### config.mk
export PLATFORM = sky130hd
export DESIGN_NAME = radix_integer_parser
export DESIGN_NICKNAME = d
export VERILOG_FILES = /design/src/hdl/rip_pkg.sv /design/src/hdl/radix_integer_parser.sv
export SDC_FILE = /design/constraint.sdc
export NUM_CORES = 1
export LEC_CHECK = 0
export BUFFER_PORTS_ARGS = -buffer_cell sky130_fd_sc_hd__buf_2
export CORE_ASPECT_RATIO = 0.7
export CORE_MARGIN = 2
export CORE_UTILIZATION = 60
export DETAILED_ROUTE_END_ITERATION = 10
export PLACE_DENSITY = 0.88
export RECOVER_POWER = 100
export SLEW_MARGIN = 0
export SYNTH_ARGS = -nofsm -noshare
export SYNTH_HDL_FRONTEND = slang
export SYNTH_SLANG_ARGS = --single-unit
### constraint.sdc
create_clock -name clk -period 7.9 [get_ports clk]
set_input_delay 0.79 -clock clk [delete_from_list [all_inputs] [get_ports clk]]
set_output_delay 0.79 -clock clk [all_outputs]
set_load 0.05 [all_outputs]
### src/hdl/rip_pkg.sv
// shared types, constants and the digit decoder for the radix integer parser
`default_nettype none

package rip_pkg;

  localparam int VALUE_WIDTH_DEF = 64;
  localparam int MAG_WIDTH       = 64;
  localparam int CHAR_WIDTH      = 8;
  localparam int RADIX_WIDTH     = 6;

  localparam logic [RADIX_WIDTH-1:0] NOT_DIGIT     = 6'd36;
  localparam logic [RADIX_WIDTH-1:0] RADIX_DEFAULT = 6'd10;
  localparam logic [RADIX_WIDTH-1:0] RADIX_HEX     = 6'd16;
  localparam logic [RADIX_WIDTH-1:0] RADIX_MIN     = 6'd2;
  localparam logic [RADIX_WIDTH-1:0] RADIX_MAX     = 6'd32;

  localparam logic [CHAR_WIDTH-1:0] CH_TAB    = 8'h09;
  localparam logic [CHAR_WIDTH-1:0] CH_CR     = 8'h0d;
  localparam logic [CHAR_WIDTH-1:0] CH_SPACE  = 8'h20;
  localparam logic [CHAR_WIDTH-1:0] CH_PLUS   = 8'h2b;
  localparam logic [CHAR_WIDTH-1:0] CH_MINUS  = 8'h2d;
  localparam logic [CHAR_WIDTH-1:0] CH_ZERO   = 8'h30;
  localparam logic [CHAR_WIDTH-1:0] CH_NINE   = 8'h39;
  localparam logic [CHAR_WIDTH-1:0] CH_UP_A   = 8'h41;
  localparam logic [CHAR_WIDTH-1:0] CH_UP_X   = 8'h58;
  localparam logic [CHAR_WIDTH-1:0] CH_UP_Z   = 8'h5a;
  localparam logic [CHAR_WIDTH-1:0] CH_LO_A   = 8'h61;
  localparam logic [CHAR_WIDTH-1:0] CH_LO_X   = 8'h78;
  localparam logic [CHAR_WIDTH-1:0] CH_LO_Z   = 8'h7a;

  typedef enum logic [2:0] {
    PH_START,
    PH_SPACE,
    PH_FIRST,
    PH_ZERO,
    PH_DIGITS,
    PH_STOPPED,
    PH_BAD
  } phase_t;

  function automatic logic [RADIX_WIDTH-1:0] digit_value(input logic [CHAR_WIDTH-1:0] c);
    logic [CHAR_WIDTH-1:0] t;
    t = '0;
    if (c >= CH_ZERO && c <= CH_NINE) begin
      t = c - CH_ZERO;
    end else if (c >= CH_LO_A && c <= CH_LO_Z) begin
      t = c - CH_LO_A + 8'd10;
    end else if (c >= CH_UP_A && c <= CH_UP_Z) begin
      t = c - CH_UP_A + 8'd10;
    end else begin
      t = {2'b00, NOT_DIGIT};
    end
    return t[RADIX_WIDTH-1:0];
  endfunction

endpackage

`default_nettype wire

### src/hdl/radix_integer_parser.sv
// streaming radix integer parser: at most one character per transaction, one result per string
//
//  channel  signals                                          direction
//  item     item_valid item_ready character char_valid       in
//           radix last
//  result   result_valid result_ready magnitude negative      out
//           not_a_number saturated
//
// one character is taken per cycle while the input register is not held; each waits in the
// input register and its multiply-add by the radix into the accumulator is done as it leaves
// a string's result is registered as its last character leaves the input register
// synchronous reset returns the parse state to the start of a string
// when the result register is full and not taken, a waiting last character holds
// the input register; other characters keep flowing
`default_nettype none

module radix_integer_parser
  import rip_pkg::*;
#(
  parameter int VALUE_WIDTH = VALUE_WIDTH_DEF
) (
  input  wire logic                   clk,
  input  wire logic                   rst,
  input  wire logic                   item_valid,
  output logic                        item_ready,
  input  wire logic [CHAR_WIDTH-1:0]  character,
  input  wire logic                   char_valid,
  input  wire logic [RADIX_WIDTH-1:0] radix,
  input  wire logic                   last,
  output logic                        result_valid,
  input  wire logic                   result_ready,
  output logic [MAG_WIDTH-1:0]        magnitude,
  output logic                        negative,
  output logic                        not_a_number,
  output logic                        saturated
);

  localparam int PROD_W = VALUE_WIDTH + RADIX_WIDTH;
  localparam logic [VALUE_WIDTH-1:0] VALUE_MAX = {VALUE_WIDTH{1'b1}};

  // input register
  logic                   in_full;
  logic [CHAR_WIDTH-1:0]  in_char;
  logic                   in_cvalid;
  logic [RADIX_WIDTH-1:0] in_radix;
  logic                   in_last;

  // parse state
  phase_t                 phase, phase_next;
  logic                   sign_negative, sign_negative_next;
  logic [VALUE_WIDTH-1:0] accumulator, accumulator_next;
  logic                   overflowed, overflowed_next;
  logic [RADIX_WIDTH-1:0] radix_in_use, radix_in_use_next;
  logic                   prefix_allowed, prefix_allowed_next;
  logic                   leading_zero_seen, leading_zero_seen_next;
  logic                   digit_seen, digit_seen_next;

  logic                   proc_go;
  logic [RADIX_WIDTH-1:0] rad_s;
  logic [RADIX_WIDTH-1:0] dig;
  logic [PROD_W-1:0]      prod;
  logic                   prod_over;
  logic                   is_space;
  logic                   take_first;
  logic                   take_dig;
  logic                   res_nan;
  logic [MAG_WIDTH-1:0]   res_mag;
  logic                   res_neg;
  logic                   res_sat;

  assign proc_go    = in_full && (!in_last || !result_valid || result_ready);
  assign item_ready = !in_full || proc_go;

  // radix for the digit of this transaction, sampled at the start of a string
  assign rad_s     = (phase != PH_START) ? radix_in_use :
                     (in_radix == '0) ? RADIX_DEFAULT : in_radix;
  assign dig       = digit_value(in_char);
  assign is_space  = (in_char == CH_SPACE) || (in_char >= CH_TAB && in_char <= CH_CR);
  assign prod      = PROD_W'(accumulator) * PROD_W'(rad_s) + PROD_W'(dig);
  assign prod_over = prod[PROD_W-1:VALUE_WIDTH] != '0;

  always_ff @(posedge clk) begin
    if (rst) begin
      in_full <= 1'b0;
    end else if (item_ready) begin
      in_full <= item_valid;
    end
    if (item_ready && item_valid) begin
      in_char   <= character;
      in_cvalid <= char_valid;
      in_radix  <= radix;
      in_last   <= last;
    end
  end

  // next state of the parse for the character in the input register
  always_comb begin
    phase_next             = phase;
    sign_negative_next     = sign_negative;
    accumulator_next       = accumulator;
    overflowed_next        = overflowed;
    radix_in_use_next      = radix_in_use;
    prefix_allowed_next    = prefix_allowed;
    leading_zero_seen_next = leading_zero_seen;
    digit_seen_next        = digit_seen;
    take_first             = 1'b0;
    take_dig               = 1'b0;

    // radix is sampled on the first transaction of a string
    if (phase == PH_START) begin
      if (in_radix == '0) begin
        radix_in_use_next   = RADIX_DEFAULT;
        prefix_allowed_next = 1'b1;
        phase_next          = PH_SPACE;
      end else if (in_radix < RADIX_MIN || in_radix > RADIX_MAX) begin
        phase_next = PH_BAD;
      end else begin
        radix_in_use_next   = in_radix;
        prefix_allowed_next = (in_radix == RADIX_HEX);
        phase_next          = PH_SPACE;
      end
    end

    if (in_cvalid) begin
      case (phase_next)
        PH_SPACE: begin
          if (is_space) begin
            phase_next = PH_SPACE;
          end else if (in_char == CH_MINUS) begin
            sign_negative_next = 1'b1;
            phase_next         = PH_FIRST;
          end else if (in_char == CH_PLUS) begin
            phase_next = PH_FIRST;
          end else begin
            take_first = 1'b1;
          end
        end
        PH_FIRST: begin
          take_first = 1'b1;
        end
        PH_ZERO: begin
          leading_zero_seen_next = 1'b0;
          phase_next             = PH_DIGITS;
          if (in_char == CH_LO_X || in_char == CH_UP_X) begin
            radix_in_use_next = RADIX_HEX;
          end else begin
            digit_seen_next = 1'b1;
            take_dig        = 1'b1;
          end
        end
        PH_DIGITS: begin
          take_dig = 1'b1;
        end
        default: begin
          take_dig = 1'b0;
        end
      endcase

      if (take_first) begin
        if (prefix_allowed_next && in_char == CH_ZERO) begin
          leading_zero_seen_next = 1'b1;
          phase_next             = PH_ZERO;
        end else begin
          phase_next = PH_DIGITS;
          take_dig   = 1'b1;
        end
      end

      if (take_dig) begin
        if (dig >= rad_s) begin
          phase_next = PH_STOPPED;
        end else begin
          digit_seen_next = 1'b1;
          if (prod_over) begin
            accumulator_next = VALUE_MAX;
            overflowed_next  = 1'b1;
          end else begin
            accumulator_next = prod[VALUE_WIDTH-1:0];
          end
        end
      end
    end
  end

  // result fields for a string that ends here
  always_comb begin
    res_nan = (phase_next == PH_BAD) || !(digit_seen_next || leading_zero_seen_next);
    res_mag = res_nan ? '0 : MAG_WIDTH'(accumulator_next);
    res_neg = !res_nan && sign_negative_next;
    res_sat = !res_nan && overflowed_next;
  end

  always_ff @(posedge clk) begin
    if (rst) begin
      phase             <= PH_START;
      sign_negative     <= 1'b0;
      accumulator       <= '0;
      overflowed        <= 1'b0;
      radix_in_use      <= RADIX_DEFAULT;
      prefix_allowed    <= 1'b1;
      leading_zero_seen <= 1'b0;
      digit_seen        <= 1'b0;
    end else if (proc_go) begin
      if (in_last) begin
        phase             <= PH_START;
        sign_negative     <= 1'b0;
        accumulator       <= '0;
        overflowed        <= 1'b0;
        radix_in_use      <= RADIX_DEFAULT;
        prefix_allowed    <= 1'b1;
        leading_zero_seen <= 1'b0;
        digit_seen        <= 1'b0;
      end else begin
        phase             <= phase_next;
        sign_negative     <= sign_negative_next;
        accumulator       <= accumulator_next;
        overflowed        <= overflowed_next;
        radix_in_use      <= radix_in_use_next;
        prefix_allowed    <= prefix_allowed_next;
        leading_zero_seen <= leading_zero_seen_next;
        digit_seen        <= digit_seen_next;
      end
    end
  end

  always_ff @(posedge clk) begin
    if (rst) begin
      result_valid <= 1'b0;
    end else if (proc_go && in_last) begin
      result_valid <= 1'b1;
    end else if (result_ready) begin
      result_valid <= 1'b0;
    end
    if (proc_go && in_last) begin
      magnitude    <= res_mag;
      negative     <= res_neg;
      not_a_number <= res_nan;
      saturated    <= res_sat;
    end
  end

`ifndef SYNTHESIS
  a_nan_clean: assert property (@(posedge clk) disable iff (rst)
    result_valid && not_a_number |-> magnitude == '0 && !negative && !saturated)
    else $error("not-a-number result carries a value");

  a_sat_max: assert property (@(posedge clk) disable iff (rst)
    result_valid && saturated |-> magnitude == MAG_WIDTH'(VALUE_MAX))
    else $error("saturated result is not the maximum");

  a_ovf_acc: assert property (@(posedge clk) disable iff (rst)
    overflowed |-> accumulator == VALUE_MAX)
    else $error("overflow flag without saturated accumulator");

  a_clear_after_last: assert property (@(posedge clk) disable iff (rst)
    proc_go && in_last |=> phase == PH_START && accumulator == '0 && result_valid)
    else $error("state not cleared after end of string");
`endif

endmodule

`default_nettype wire

Word level (Yosys, flattened, before mapping). Index checks and enable logic that the tools add are counted.

$add $sub $neg: 6. Multipliers: 1. $lt $le $gt $ge: 11. Equality and inequality tests: 12. Multiplexer cells: 67. Reduce and logical (&&, ||, !) cells: 28.

Operator list (count): 64-bit 2-to-1 mux (5); 6-bit 2-to-1 mux (12); 70-bit by 6-bit adder with 70-bit output (1); 64-bit by 6-bit multiplier with 70-bit output (1); 3-bit 2-to-1 mux (12); 1-bit 2-to-1 mux (35); 8-bit by 6-bit == test with 1-bit output (second input constant) (4); 8-bit by 7-bit == test with 1-bit output (second input constant) (2); 8-bit by 7-bit greater-or-equal comparator with 1-bit output (second input constant) (2); 8-bit by 7-bit <= comparator with 1-bit output (second input constant) (2); 6-bit by 4-bit adder with 6-bit output (second input constant) (2); 6-bit subtractor (second input constant) (2); 1-bit logical AND (10); 8-bit by 4-bit greater-or-equal comparator with 1-bit output (second input constant) (1); 8-bit by 6-bit greater-or-equal comparator with 1-bit output (second input constant) (1); 8-bit by 4-bit <= comparator with 1-bit output (second input constant) (1); 8-bit by 6-bit <= comparator with 1-bit output (second input constant) (1); 1-bit logical OR (8); 3-bit by 2-bit == test with 1-bit output (second input constant) (2); 3-bit == test (second input constant) (2); 6-bit by 5-bit == test with 1-bit output (second input constant) (1); 6-bit greater-or-equal comparator (1); 6-bit > comparator (second input constant) (1); 6-bit logical NOT (1); other kinds (10) (15).

Register bits: 163. Output and inout port bits: 69. Word-level logic and storage cells: 143.

Depth between registers and ports, before layout.
Depth in word-level cells: 17. Mapped depth: 28. Gate-level depth less buffers: 24.

Worst setup path before layout. OpenSTA, ideal clock, no wires.

Kind: flip-flop to flip-flop. Start point: register phase[1]. End point: register magnitude[27], data pin. Setup time: 0.258 ns. Data arrival time: 6.911 ns. Setup slack: 0.731 ns. Stages on the path, launching flop included: 27. Buffers on the path: 5. Cells stage by stage: dfxtp_1 -> clkbuf_1 -> nor3_1 -> mux2i_1 -> clkbuf_1 -> buf_1 -> nand2b_1 -> fa_1 -> fa_1 -> inv_1 -> fa_1 -> inv_1 -> fa_1 -> inv_1 -> ha_1 -> o211ai_1 -> a21oi_1 -> o21ai_0 -> a21oi_1 -> a221oi_1 -> o211ai_2 -> xnor2_1 -> a311oi_4 -> nand4_2 -> buf_4 -> buf_6 -> o221a_1.

Longest elaborated chain between the ends: 12. Elaborated cells on any way between the ends: 45. Those cells by class: add/sub: 1; mul: 1; order compare: 1; eq/ne: 5; mux: 30; reduce/logical: 7.

RTL lines: from (decl) (RTL line radix_integer_parser.sv:49) `phase_t phase, phase_next;`; from (signal assigned) (RTL line radix_integer_parser.sv:214) `phase <= phase_next;`; parallel branches: the longest is 12 deep, another holds 64-bit by 6-bit multiplier with 70-bit output; to (signal assigned) (RTL line radix_integer_parser.sv:235) `magnitude <= res_mag;`; to (decl) (RTL line radix_integer_parser.sv:32) `output logic [MAG_WIDTH-1:0] magnitude,`.

Parallel ways; which one is timed is not known. The select of a mux whose other input is x is not followed. A chain may end at the register's enable or synchronous reset.

Worst setup path after layout.
Start point: register phase[1]. End point: register magnitude[28], data pin.

Same word-level chain as after synthesis.

==> report_table.html <==
<table>
<tr><th>Metric</th><th>Value</th></tr>
<tr><th colspan="2">Power and ir drop</th></tr>
<tr><td>Net switching power of the design</td><td>0.000694 W</td></tr>
<tr><td>Cell Pwr Density</td><td>97.1 mW/mm^2</td></tr>
<tr><td>Portion of total power attributed to sequential cells</td><td>44.2%</td></tr>
<tr><td>P_leak</td><td>9.96 nW</td></tr>
<tr><td>Int Pwr</td><td>0.00141 W</td></tr>
<tr><td>Worst IR drop on VDD</td><td>0.105 mV</td></tr>
<tr><td>Clk network pwr share</td><td>40.7%</td></tr>
<tr><td>Sw Ratio</td><td>33.1%</td></tr>
<tr><td>Logic pwr share</td><td>15.1%</td></tr>
<tr><th colspan="2">Yosys</th></tr>
<tr><td>Post-synthesis average cell area</td><td>9.86 sq um</td></tr>
<tr><td>Fraction of registers with async set or reset after synthesis</td><td>0%</td></tr>
<tr><td>Number of distinct library cell variants in the gate-level netlist after synthesis</td><td>85</td></tr>
<tr><td>Synth Register Bits</td><td>163</td></tr>
<tr><td>Seq/Total Area, Yosys</td><td>20.0%</td></tr>
<tr><td>Combinational family with the most area after synthesis</td><td>adder cells</td></tr>
<tr><td>Fraction of the mapped netlist area in compound gates</td><td>17.2%</td></tr>
<tr><td>Share of the synthesized netlist area taken by xor and xnor gates</td><td>2.78%</td></tr>
<tr><td>Count of warnings emitted by yosys</td><td>0</td></tr>
<tr><td>Synthesized area</td><td>0.0205 sq mm</td></tr>
<tr><td>Fraction of the mapped netlist area in adder cells</td><td>34.4%</td></tr>
<tr><td>Post-synthesis cell count</td><td>2,079</td></tr>
<tr><td>Synth Net Count</td><td>2,512</td></tr>
<tr><td>Most frequently used flop master after synthesis</td><td>sky130_fd_sc_hd__edfxtp_1</td></tr>
<tr><td>Number of enable-type register cells in the synthesized netlist</td><td>83</td></tr>
<tr><td>Simple-gate share of the synthesized area</td><td>20.3%</td></tr>
<tr><td>Fraction of synthesized area in multiplexers</td><td>0.470%</td></tr>
<tr><th colspan="2">Finish</th></tr>
<tr><td>Final core utilization</td><td>64.4%</td></tr>
<tr><td>Final-stage net count</td><td>2,509</td></tr>
<tr><td>Layout Cells excl Fill</td><td>2,525</td></tr>
<tr><td>Growth of design area from synthesis to finish</td><td>5.51%</td></tr>
<tr><td>Finished layout cell area</td><td>0.0216 sq mm</td></tr>
<tr><td>Layout cells sized above 1</td><td>6.08%</td></tr>
<tr><th colspan="2">Setup path</th></tr>
<tr><td>Cell with the biggest individual delay on the critical path</td><td>sky130_fd_sc_hd__fa_1</td></tr>
<tr><td>Crit path DAT</td><td>7.94 ns</td></tr>
<tr><td>Critical setup path kind</td><td>reg2reg</td></tr>
<tr><td>Ordered list of cells on the worst path</td><td>or3_1 -&gt; or3_1 -&gt; o21ai_4 -&gt; buf_4 -&gt; nor2b_1 -&gt; fa_1 -&gt; fa_1 -&gt; fa_1 -&gt; ha_1 -&gt; ha_1 -&gt; a21o_1 -&gt; a21o_1 -&gt; a21o_1 -&gt; a41oi_1 -&gt; o21ai_1 -&gt; mux2_2 -&gt; a311oi_2 -&gt; a21oi_2 -&gt; nand4_2 -&gt; buf_4 -&gt; o221a_1</td></tr>
<tr><td>Crit-path max cell delay</td><td>0.58 ns</td></tr>
<tr><td>Register-to-Register Setup Slack</td><td>0.29 ns</td></tr>
<tr><td>Worst EP required</td><td>8.22 ns</td></tr>
<tr><td>Worst setup SP type</td><td>flip-flop</td></tr>
<tr><td>Largest fanout on the critical path</td><td>31</td></tr>
<tr><td>Critical path endpoint category</td><td>flip-flop</td></tr>
<tr><th colspan="2">Place</th></tr>
<tr><td>Placer congestion estimate</td><td>0.999</td></tr>
<tr><td>Instance area at placement</td><td>0.0211 sq mm</td></tr>
<tr><td>Number of buffers added on ports</td><td>88</td></tr>
<tr><td>Placed cell count</td><td>2,490</td></tr>
<tr><td>Pre-CTS setup slack</td><td>0.361 ns</td></tr>
<tr><td>Sum of net half-perimeters after detailed placement</td><td>43,000 um</td></tr>
<tr><th colspan="2">Detailed routing</th></tr>
<tr><td>Post-route DRC violation count</td><td>0</td></tr>
<tr><td>Drt first-iter violations</td><td>2,111</td></tr>
<tr><td>Number of antenna-violating nets in the routed design</td><td>0</td></tr>
<tr><td>First-pass iteration count of the detailed router</td><td>6</td></tr>
<tr><td>Number of vias in the routed layout</td><td>16,600</td></tr>
<tr><td>Wire per inst</td><td>22.2 um</td></tr>
<tr><td>Total detailed-routing wirelength</td><td>56,200 um</td></tr>
<tr><td>Vias per Instance</td><td>6.59</td></tr>
<tr><th colspan="2">STA</th></tr>
<tr><td>Relative max-transition margin</td><td>-135%</td></tr>
<tr><td>Pin slew with the least headroom to its limit</td><td>3.53 ns</td></tr>
<tr><td>Setup violators final</td><td>0</td></tr>
<tr><td>Setup repair after global routing missed its margin</td><td>false</td></tr>
<tr><td>Worst clock skew</td><td>0.0200 ns</td></tr>
<tr><td>Pins Over Slew Limit</td><td>88</td></tr>
<tr><td>Maximum clock frequency</td><td>131 MHz</td></tr>
<tr><td>Post-layout min period</td><td>7.61 ns</td></tr>
<tr><td>Tcrit/Tclk final</td><td>96.4%</td></tr>
<tr><td>Smallest setup slack after layout</td><td>0.285 ns</td></tr>
<tr><td>Final-layout setup total negative slack</td><td>0 ns</td></tr>
<tr><td>Final hold violation count</td><td>0</td></tr>
<tr><th colspan="2">Run</th></tr>
<tr><td>Max Cap Viol</td><td>2</td></tr>
<tr><th colspan="2">Clocking</th></tr>
<tr><td>CTS buffer count</td><td>17</td></tr>
<tr><td>Clock tree from TritonCTS</td><td>built</td></tr>
<tr><td>Clock tree sinks</td><td>163</td></tr>
<tr><td>Root buffer selected by CTS</td><td>sky130_fd_sc_hd__clkbuf_16</td></tr>
<tr><td>Clock Tree Buf Depth</td><td>2</td></tr>
<tr><td>H-tree depth reported by CTS</td><td>4</td></tr>
<tr><td>Clock Pin Slew Worst Setup and Hold Paths</td><td>0.08 ns</td></tr>
<tr><td>Clock latency of the later-clocked register in the worst-skew pair</td><td>0.47 ns</td></tr>
<tr><th colspan="2">GRT</th></tr>
<tr><td>First-pass GRT wire length</td><td>91,200 um</td></tr>
<tr><td>Initial antenna violation count</td><td>1</td></tr>
<tr><td>Vias in the first global route</td><td>16,600</td></tr>
<tr><td>GRT Resource Usage Total</td><td>32.8%</td></tr>
<tr><td>Overall overflow remaining after global route</td><td>0</td></tr>
<tr><td>Pin count of the biggest net entering global routing</td><td>71</td></tr>
<tr><th colspan="2">Floorplanning</th></tr>
<tr><td>Count of pins on the block boundary</td><td>89</td></tr>
<tr><td>Width of the die</td><td>225 um</td></tr>
<tr><td>Placeable Area</td><td>0.0336 sq mm</td></tr>
<tr><td>Area of the die</td><td>0.0357 sq mm</td></tr>
<tr><td>Std-Cell Rows</td><td>56</td></tr>
<tr><td>Starting density of the core</td><td>61.1%</td></tr>
<tr><td>Die Ht</td><td>159 um</td></tr>
<tr><th colspan="2">Worst hold path</th></tr>
<tr><td>Hold crit path type</td><td>reg2reg</td></tr>
<tr><th colspan="2">Outcome</th></tr>
<tr><td>Outcome</td><td>complete, but fails checks</td></tr>
<tr><td>Violations in the final reports</td><td>max-capacitance violations, max-slew violations</td></tr>
</table>
[metrics by stage]
stage | hold slack (ns) | power, W
2_1_floorplan | 0.427 | 0.00116
3_3_place_gp | 0.441 | 0.00125
3_5_place_dp | 0.459 | 0.00126
4_1_cts | 0.478 | 0.00210
5_1_grt | 0.492 | 0.00215
6_report | 0.483 | 0.00210
[power groups by stage]
stage / clock network, W / logic [W] / registers, W
after global routing: 0.000888 / 0.000335 / 0.000930
after detailed placement: 0 / 0.000312 / 0.000945
after CTS: 0.000856 / 0.000314 / 0.000926
final: 0.000855 / 0.000317 / 0.000928
after floorplan: 0 / 0.000178 / 0.000985
after global placement: 0 / 0.000302 / 0.000945
[cells by family (layout without fill, tap and decap cells)]
family	after synthesis	in the layout
AO/OA/AOI/OAI	465	465
XOR/XNOR	65	65
flip-flops	163	163
adder cells (fa/ha/maj)	413	413
multiplexers	9	9
buffers and inverters	221	231
other	0	1
AND/OR/NAND/NOR	743	743
[final timing paths]
path	endpoint	cells after the start	from
worst max-delay path	magnitude[28]$_SDFFCE_PN0P_	21	phase[1]$_SDFFE_PP0P_
worst min-delay path	overflowed$_SDFFE_PP0P_	1	overflowed$_SDFFE_PP0P_
worst max register to register	magnitude[28]$_SDFFCE_PN0P_	21	phase[1]$_SDFFE_PP0P_
worst min register to register	overflowed$_SDFFE_PP0P_	1	overflowed$_SDFFE_PP0P_
[worst max-delay path, delay by kind of cell (launching register included)]
kind | cells | cell delay (ns)
flops | 1 | 0.46
buf+inv | 2 | 0.75
compound gates | 9 | 2.32
mux | 1 | 0.42
simple gates | 4 | 1.29
fa+ha+maj | 5 | 2.17
[Yosys cell counts (all sizes together), types with 59 or more instances]
master | number | share of area (%)
inv | 82 | 1.5
o21ai | 85 | 2.1
buf | 59 | 1.9
clkbuf | 80 | 1.5
edfxtp | 83 | 12
nand2 | 110 | 2.0
ha | 161 | 9.8
fa | 252 | 25
a21oi | 113 | 2.8
and2 | 68 | 2.1
dfxtp | 80 | 7.8
nor2 | 78 | 1.5
nor2b | 314 | 9.6
[cell type report]
class / instances / area, sq um
flip-flops and latches: 163 / 4090
repair buffers: 117 / 597
well taps: 435 / 544
clock buffers: 17 / 425
multi-input cells: 1695 / 15500
diodes: 1 / 2.50
inverters: 82 / 308
fillers: 2649 / 11900
clock inverters: 15 / 161
[what timing repair did]
| action | 4_1_cts | 5_1_grt |
|---|---|---|
| buffers inserted | 0 | 2 |
| gates resized for setup | 0 | 2 |
| endpoints found under the setup margin | 0 | 115 |
| hold buffers | 0 | 0 |
[cells in the final DEF (no fill, tap or decap), types with 22 or more instances in the layout]
master and count:
sky130_fd_sc_hd__xor2_1 28, sky130_fd_sc_hd__o221a_1 42, sky130_fd_sc_hd__a221o_1 57, sky130_fd_sc_hd__clkbuf_1 69, sky130_fd_sc_hd__nor2_1 76, sky130_fd_sc_hd__nand3_1 30
sky130_fd_sc_hd__nand4_1 43, sky130_fd_sc_hd__and2_1 68, sky130_fd_sc_hd__buf_4 27, sky130_fd_sc_hd__a21o_1 22, sky130_fd_sc_hd__nor3_1 26, sky130_fd_sc_hd__fa_1 252
sky130_fd_sc_hd__a21oi_1 109, sky130_fd_sc_hd__nor2b_1 314, sky130_fd_sc_hd__edfxtp_1 83, sky130_fd_sc_hd__xnor2_1 37, sky130_fd_sc_hd__inv_1 82, sky130_fd_sc_hd__o21ai_0 72
sky130_fd_sc_hd__nand2_1 110, sky130_fd_sc_hd__nand2b_1 25, sky130_fd_sc_hd__dfxtp_1 80, sky130_fd_sc_hd__ha_1 161
[sequential cells by signal, indices dropped and copies added (netlist names)]
signal,cells
prefix_allowed,1
negative,1
in_radix,6
in_last,1
radix_in_use,6
leading_zero_seen,1
in_full,1
not_a_number,1
magnitude,64
result_valid,1
phase,3
overflowed,1
saturated,1
in_char,8
sign_negative,1
accumulator,64
digit_seen,1
in_cvalid,1
[routing by layer]
layer  wire length, um  part of all wire, %  up-vias  GRT usage, %
met2             24400                   43      898          49.5
met3              5900                   11       84          8.93
li1                  -                    -     7365             -
met5                 0                    0        -             0
met4               963                  1.7        0          7.00
met1             24900                   44     8294          47.5
(Power assumes the default switching activity.)
